$ cat src/rtl/mpfb_pkg.sv
// ----------------------------------------------------------------------------
// mpfb_pkg
// Shared op codes, color codes and controller command types.
// ----------------------------------------------------------------------------
package mpfb_pkg;

  localparam logic [2:0] OP_PIXEL = 3'd0;
  localparam logic [2:0] OP_HLINE = 3'd1;
  localparam logic [2:0] OP_VLINE = 3'd2;
  localparam logic [2:0] OP_RECT  = 3'd3;
  localparam logic [2:0] OP_CLEAR = 3'd4;
  localparam logic [2:0] OP_WHITE = 3'd5;
  localparam logic [2:0] OP_READ  = 3'd6;

  localparam logic [1:0] INK_OFF  = 2'd0;
  localparam logic [1:0] INK_ON   = 2'd1;
  localparam logic [1:0] INK_FLIP = 2'd2;

  // Controller to datapath.
  typedef struct packed {
    logic load;    // capture the command and compute clipped bounds
    logic rd_req;  // read the byte at the walk position
    logic wr_req;  // write back the modified byte
    logic advance; // step the walk position
    logic out_load; // capture the result
  } mpfb_cmd_t;

  // Datapath to controller.
  typedef struct packed {
    logic empty;   // the clipped area has no pixels
    logic last;    // walk position is the final byte
    logic is_read; // command is a byte read
  } mpfb_sts_t;

endpackage

$ cat src/rtl/mpfb_ctrl.sv
// ----------------------------------------------------------------------------
// mpfb_ctrl
// Command sequencer: reset clear, read-modify-write walk and result handshake.
// ----------------------------------------------------------------------------
module mpfb_ctrl (
  input  logic                clk,
  input  logic                rst_n,
  input  logic                in_valid,
  output logic                in_stall,
  output logic                out_valid,
  input  logic                out_stall,
  output mpfb_pkg::mpfb_cmd_t cmd,
  input  mpfb_pkg::mpfb_sts_t sts,
  output logic                init_load
);

  localparam logic [2:0] ST_INIT  = 3'd0;
  localparam logic [2:0] ST_IDLE  = 3'd1;
  localparam logic [2:0] ST_CHECK = 3'd2;
  localparam logic [2:0] ST_RD    = 3'd3;
  localparam logic [2:0] ST_WR    = 3'd4;
  localparam logic [2:0] ST_OUT   = 3'd5;
  localparam logic [2:0] ST_CLR   = 3'd6;

  logic [2:0] state_r, state_nxt;
  logic       out_valid_r, out_valid_nxt;
  logic       accept;

  // A new command is taken only once the previous result slot can drain.
  assign in_stall = (state_r != ST_IDLE) || (out_valid_r && out_stall);
  assign accept   = in_valid && !in_stall;
  assign out_valid = out_valid_r;

  always_comb begin
    state_nxt     = state_r;
    out_valid_nxt = out_valid_r && out_stall;
    cmd           = '0;
    init_load     = 1'b0;
    unique case (state_r)
      ST_INIT: begin
        init_load = 1'b1;
        state_nxt = ST_CLR;
      end
      ST_CLR: begin
        cmd.wr_req  = 1'b1;
        cmd.advance = 1'b1;
        if (sts.last) state_nxt = ST_IDLE;
      end
      ST_IDLE: begin
        if (accept) begin
          cmd.load  = 1'b1;
          state_nxt = ST_CHECK;
        end
      end
      ST_CHECK: begin
        if (sts.is_read) begin
          cmd.rd_req = 1'b1;
          state_nxt  = ST_OUT;
        end else if (sts.empty) begin
          state_nxt = ST_OUT;
        end else begin
          state_nxt = ST_RD;
        end
      end
      ST_RD: begin
        cmd.rd_req = 1'b1;
        state_nxt  = ST_WR;
      end
      ST_WR: begin
        cmd.wr_req  = 1'b1;
        cmd.advance = 1'b1;
        state_nxt   = sts.last ? ST_OUT : ST_RD;
      end
      ST_OUT: begin
        if (!(out_valid_r && out_stall)) begin
          cmd.out_load  = 1'b1;
          out_valid_nxt = 1'b1;
          state_nxt     = ST_IDLE;
        end
      end
      default: state_nxt = ST_IDLE;
    endcase
  end

  always_ff @(posedge clk) begin
    if (!rst_n) begin
      state_r     <= ST_INIT;
      out_valid_r <= 1'b0;
    end else begin
      state_r     <= state_nxt;
      out_valid_r <= out_valid_nxt;
    end
  end

`ifndef SYNTHESIS
  a_no_accept_busy: assert property (@(posedge clk) disable iff (!rst_n)
    (state_r != ST_IDLE) |-> !accept) else $error("command taken while busy");
  a_rd_then_wr: assert property (@(posedge clk) disable iff (!rst_n)
    (state_r == ST_RD) |=> (state_r == ST_WR)) else $error("write did not follow read");
  a_out_valid: assert property (@(posedge clk) disable iff (!rst_n)
    cmd.out_load |=> out_valid_r) else $error("result not presented");
`endif

endmodule

$ cat config.mk
export PLATFORM = sky130hd
export DESIGN_NAME = mpfb_ctrl
export DESIGN_NICKNAME = d
export VERILOG_FILES = /design/src/rtl/mpfb_pkg.sv /design/src/rtl/mpfb_ctrl.sv
export SDC_FILE = /design/constraint.sdc
export NUM_CORES = 1
export LEC_CHECK = 0
export BUFFER_PORTS_ARGS = -buffer_cell sky130_fd_sc_hd__buf_2
export CAP_MARGIN = 40
export CELL_PAD_IN_SITES_DETAIL_PLACEMENT = 1
export CELL_PAD_IN_SITES_GLOBAL_PLACEMENT = 2
export CORE_AREA = 3 3 40 42
export CTS_BUF_LIST = sky130_fd_sc_hd__clkbuf_2 sky130_fd_sc_hd__clkbuf_4 sky130_fd_sc_hd__clkbuf_8
export CTS_CLUSTER_SIZE = 25
export DETAILED_ROUTE_END_ITERATION = 12
export DIE_AREA = 0 0 43 45
export PLACE_DENSITY_LB_ADDON = 0.1
export REMOVE_ABC_BUFFERS = 1
export SETUP_SLACK_MARGIN = 0.02
export SLEW_MARGIN = 20
export SYNTH_ARGS = -nofsm -noshare
export SYNTH_HDL_FRONTEND = slang
export SYNTH_SLANG_ARGS = --single-unit
export TNS_END_PERCENT = 10
$ cat constraint.sdc
create_clock -name clk -period 3.2 [get_ports clk]
set_input_delay 0.64 -clock clk [delete_from_list [all_inputs] [get_ports clk]]
set_output_delay 0.64 -clock clk [all_outputs]
set_load 0.005 [all_outputs]
Yosys cells after proc, flatten, opt, wreduce, memory -nomap -nowiden. Cells that the tools add are included.

Mux-type cells: 16. Equality and inequality tests: 10. Reductions and logical operators: 7.

Operators by type and width (number): 3-bit case mux with 7 select lines (1); 3-bit 2-to-1 mux (6); 3-bit == test, second input constant (3); 1-bit 2-to-1 mux (7); 3-bit by 2-bit == test with 1-bit output, second input constant (2); 2-bit inequality test, second input constant (3); 3-bit by 1-bit == test with 1-bit output, second input constant (1); 3-bit logical NOT (1); 3-bit by 1-bit inequality test with 1-bit output, second input constant (1); 3-bit AND reduction (1); 1-bit logical AND (2); 2-bit 2-to-1 mux (1); 1-bit case mux with 2 select lines (1); 2-bit OR reduction (1); 1-bit logical NOT (1); 1-bit logical OR (1).

Output and inout port bits: 8. Logic and storage cells: 35. Bits in registers: 4. Bits of input ports: 7.

Depth between registers and ports, before layout.
Word-level depth: 6. Gate-level depth with buffers: 4. Depth with buffers taken out: 3.

Worst setup path after synthesis. OpenSTA, ideal clock, no wires.

Path type: input port to output port. Start: input port out_stall. End: output port cmd[4] (netlist bit). Required time: 2.560 ns. Stages: 3. Arrival: 0.988 ns. Slack: 1.572 ns. Buffers on the path: 0. Cells stage by stage: nand2_1 > nand3b_1 > nor2_1.

RTL lines: start, declared (RTL line mpfb_ctrl.sv:11) `input logic out_stall,`; end, declared (RTL line mpfb_ctrl.sv:12) `output mpfb_pkg::mpfb_cmd_t cmd,`.

==> report_table.html <==
<table>
<tr><th>Metric</th><th>Value</th></tr>
<tr><th colspan="2">Run status</th></tr>
<tr><td>Result of the run</td><td>finished, final reports clean</td></tr>
<tr><th colspan="2">Worst setup path</th></tr>
<tr><td>Critical path arrival</td><td>1480 ps</td></tr>
<tr><td>Biggest cell delay along the critical path</td><td>around 520 ps</td></tr>
<tr><td>Biggest fanout along the worst timing path</td><td>10</td></tr>
<tr><td>Critical path class</td><td>reg2out</td></tr>
<tr><td>Worst path top cell family by delay</td><td>flip-flops</td></tr>
<tr><td>Depth of the critical timing path with buffers and inverters included</td><td>4</td></tr>
<tr><td>Worst path bufs/invs</td><td>1</td></tr>
<tr><td>Slowest-stage cell, CP</td><td>dfxtp_1</td></tr>
<tr><td>Crit path capture type</td><td>primary output</td></tr>
<tr><td>Type of origin of the critical path</td><td>flop</td></tr>
<tr><td>Worst Reg-to-Reg Cells</td><td>3</td></tr>
<tr><td>Cell Chain, Critical Path</td><td>nor2b_1 &gt; nand2_1 &gt; a21oi_1 &gt; buf_2</td></tr>
<tr><td>Data required time at the worst endpoint</td><td>2560 ps</td></tr>
<tr><th colspan="2">Yosys</th></tr>
<tr><td>Fraction of the mapped netlist area in compound gates</td><td>0.311</td></tr>
<tr><td>Number of flip-flops and latches in the synthesized netlist</td><td>4</td></tr>
<tr><td>Area fraction in and, or, nand and nor cells after synthesis</td><td>0.299</td></tr>
<tr><td>Mux contribution to synthesized area</td><td>0</td></tr>
<tr><td>Syn_area_per_cell</td><td>slightly above 8 sq um</td></tr>
<tr><td>Area share of the largest cell type after synthesis</td><td>0.266</td></tr>
<tr><td>Unique cell type count in the Yosys netlist</td><td>21</td></tr>
<tr><td>Main synth FF type</td><td>dfxtp_1</td></tr>
<tr><td>Synthesized-area fraction occupied by adder cells</td><td>0</td></tr>
<tr><td>Top post-synthesis cells by area</td><td>dfxtp_1 (27%), a21oi_1 (6.6%), a2bb2o_4 (6.6%)</td></tr>
<tr><td>Library cell with the largest summed area after synthesis</td><td>dfxtp_1</td></tr>
<tr><td>Number of standard cells after synthesis</td><td>37</td></tr>
<tr><td>Dominant combinational cell family by area after synthesis</td><td>compound AO/OA/AOI/OAI gates</td></tr>
<tr><td>Area of the mapped netlist</td><td>around 300 sq um</td></tr>
<tr><td>Post-synthesis share of cell area spent on xor and xnor gates</td><td>0</td></tr>
<tr><td>Warnings from Yosys</td><td>0</td></tr>
<tr><td>Fraction of the yosys area taken by sequential cells</td><td>0.266</td></tr>
<tr><td>EDFF count, synth</td><td>0</td></tr>
<tr><td>Fraction of registers with async set or reset after synthesis</td><td>0</td></tr>
<tr><th colspan="2">Final layout</th></tr>
<tr><td>Most used cells in the layout excluding fill and tap cells</td><td>buf_2 (14), a21oi_1 (4), dfxtp_1 (4)</td></tr>
<tr><td>Most common cell after layout, fill and taps aside</td><td>buf_2</td></tr>
<tr><td>Antenna Cells</td><td>0</td></tr>
<tr><td>Filler Cell Count</td><td>173</td></tr>
<tr><td>Synth-to-layout area growth</td><td>27.0%</td></tr>
<tr><td>Nets@finish</td><td>59</td></tr>
<tr><td>Final std cell area, no fill</td><td>383 sq um</td></tr>
<tr><td>Layout cells sized above 1</td><td>0.380</td></tr>
<tr><th colspan="2">Drt</th></tr>
<tr><td>Total via count in the routed design</td><td>around 320</td></tr>
<tr><td>Antenna Nets Post-Route</td><td>0</td></tr>
<tr><td>Number of DRC markers in iteration 0</td><td>4</td></tr>
<tr><td>DR DRC count</td><td>0</td></tr>
<tr><td>Overall routed net length</td><td>846 um</td></tr>
<tr><td>Via/cell ratio</td><td>4.86</td></tr>
<tr><td>Number of iterations in the first detailed-routing pass</td><td>3</td></tr>
<tr><td>WL/cell</td><td>13.0 um</td></tr>
<tr><th colspan="2">Clocking</th></tr>
<tr><td>Clock buffers created by TritonCTS</td><td>3</td></tr>
<tr><td>Total clock sinks</td><td>4</td></tr>
<tr><td>Root buffer cell</td><td>clkbuf_4</td></tr>
<tr><td>Hold-fix buffers at CTS</td><td>0</td></tr>
<tr><td>Post-CTS Repair Setup Buffers</td><td>0</td></tr>
<tr><td>Clock slew seen by the registers of the worst setup and hold paths</td><td>40 ps</td></tr>
<tr><td>Total number of H-tree levels</td><td>1</td></tr>
<tr><td>CTS max path bufs</td><td>2</td></tr>
<tr><td>Clk_lat worst skew</td><td>240 ps</td></tr>
<tr><td>Clock tree from TritonCTS</td><td>done</td></tr>
<tr><td>Resize count post-CTS</td><td>0</td></tr>
<tr><th colspan="2">Power</th></tr>
<tr><td>Net switching power</td><td>74.5 uW</td></tr>
<tr><td>P per Cell Area</td><td>563 nW/um^2</td></tr>
<tr><td>Power share of the sequential group</td><td>0.375</td></tr>
<tr><td>Switching portion of total power</td><td>0.346</td></tr>
<tr><td>Max IR drop VDD</td><td>0.158 mV</td></tr>
<tr><td>Clk network pwr share</td><td>0.303</td></tr>
<tr><td>Share of power burned in combinational logic</td><td>0.322</td></tr>
<tr><td>Cell internal pwr</td><td>141 uW</td></tr>
<tr><td>Static leakage</td><td>0.177 nW</td></tr>
<tr><th colspan="2">STA</th></tr>
<tr><td>Largest clock skew in the final design</td><td>2.85 ps</td></tr>
<tr><td>Period minus WS final</td><td>2120 ps</td></tr>
<tr><td>Worst slew margin</td><td>0.760</td></tr>
<tr><td>Slew Limit Fails</td><td>0</td></tr>
<tr><td># setup viols final</td><td>0</td></tr>
<tr><td>Period utilization</td><td>0.663</td></tr>
<tr><td>Slew at the pin closest to its max-slew limit</td><td>between 300 and 400 ps</td></tr>
<tr><td>Maximum clock frequency</td><td>471 MHz</td></tr>
<tr><td>Final hold violations</td><td>0</td></tr>
<tr><td>Setup repair after global routing missed its margin</td><td>false</td></tr>
<tr><td>Fin Setup TNS</td><td>0 ps</td></tr>
<tr><th colspan="2">Place</th></tr>
<tr><td>Count of input and output buffers</td><td>14</td></tr>
<tr><td>Final GP Congestion</td><td>0.667</td></tr>
<tr><td>Area post-placement</td><td>360 sq um</td></tr>
<tr><th colspan="2">GRT</th></tr>
<tr><td>Initial antenna violation count</td><td>0</td></tr>
<tr><td>Number of global-route vias before repair</td><td>between 300 and 400</td></tr>
<tr><td>Pin count of the biggest net entering global routing</td><td>12</td></tr>
<tr><td>First-pass GRT wire length</td><td>1390 um</td></tr>
<tr><td>Gr usage total</td><td>0.102</td></tr>
<tr><td>Grt ovf</td><td>0</td></tr>
<tr><th colspan="2">Die</th></tr>
<tr><td>Die Footprint</td><td>just under 2000 sq um</td></tr>
<tr><td>Num ports</td><td>15</td></tr>
<tr><td>Rows</td><td>13</td></tr>
<tr><td>Starting density of the core</td><td>0.235</td></tr>
<tr><td>Floorplan die height</td><td>roughly 45 um</td></tr>
<tr><td>Placeable core area</td><td>1280 sq um</td></tr>
<tr><td>Width of the die</td><td>between 40 and 50 um</td></tr>
<tr><th colspan="2">Hold path</th></tr>
<tr><td>Worst hold path type</td><td>reg2reg</td></tr>
<tr><td>Worst Hold Path Cells</td><td>2</td></tr>
<tr><th colspan="2">Run</th></tr>
<tr><td>Max Cap Violations</td><td>0</td></tr>
</table>
-- tightest hold or removal path: cells and delay by family, from the launching register on --
kind               cells  cell delay, ps
DFF                    1             320
and+or+nand+nor        1             140
AOI/OAI and AO/OA      1              80
-- layer usage --
layer,wire length [um],vias to the layer above,GRT usage
met2,344,13,0.135
met4,29,0,0.108
met3,77,4,0.0279
met5,0,-,0
met1,395,140,0.127
li1,-,159,-
-- per-stage QoR --
step | utilization | cells | hold slack (ps) | worst slack [ps] | power, mW
after global routing | 0.298 | 65 | 667 | 938 | 0.229
after detailed placement | 0.280 | 62 | 595 | 1330 | 0.152
after global placement | 0.280 | 62 | 586 | 1360 | 0.150
after CTS | 0.298 | 65 | 602 | 1080 | 0.218
after floorplan | - | 33 | 559 | 1570 | 0.120
final | 0.298 | 65 | 597 | 1080 | 0.216
-- cell families after synthesis --
logic type,Yosys count
simple gates,15
compound gates,12
buf+inv,6
flops,4
-- cells in the mapped netlist, types with 2 or more instances --
cell,count
a21oi_1,4
dfxtp_1,4
nor2_1,3
nor2b_1,3
a31oi_1,2
buf_4,2
inv_1,2
nand2_1,2
nand3b_1,2
nor3_1,2
-- cell type report --
| cell class | instances | area, sq um | share of cell area |
|---|---|---|---|
| inverter | 2 | 7.51 | 0.0196 |
| clock buffer | 3 | 22.5 | 0.0588 |
| sequential | 4 | 80.1 | 0.209 |
| multi-input combinational | 27 | 184 | 0.480 |
| timing repair buffer | 14 | 70.1 | 0.183 |
| tap | 15 | 18.8 | 0.0490 |
-- power by group through the flow --
stage / registers (mW) / logic [mW] / clock network [mW]
after global routing: 0.0839 / 0.0763 / 0.0684
after floorplan: 0.0756 / 0.0445 / 0
after global placement: 0.0809 / 0.0690 / 0
after detailed placement: 0.0816 / 0.0702 / 0
final: 0.0809 / 0.0694 / 0.0653
after CTS: 0.0806 / 0.0706 / 0.0668
-- registers in the layout, summed over array words and instances (netlist names) --
signal     cells
state_r        3
out_valid      1
-- path summary, 6_finish.rpt --
kind | from | endpoint | slack (ps)
max | state_r[0] | cmd[0] | 1080
min | out_valid | out_valid | 600
max reg2reg | state_r[0] | state_r[2] | 1920
min reg2reg | out_valid | out_valid | 600
Power figures use the tool's default switching activity.
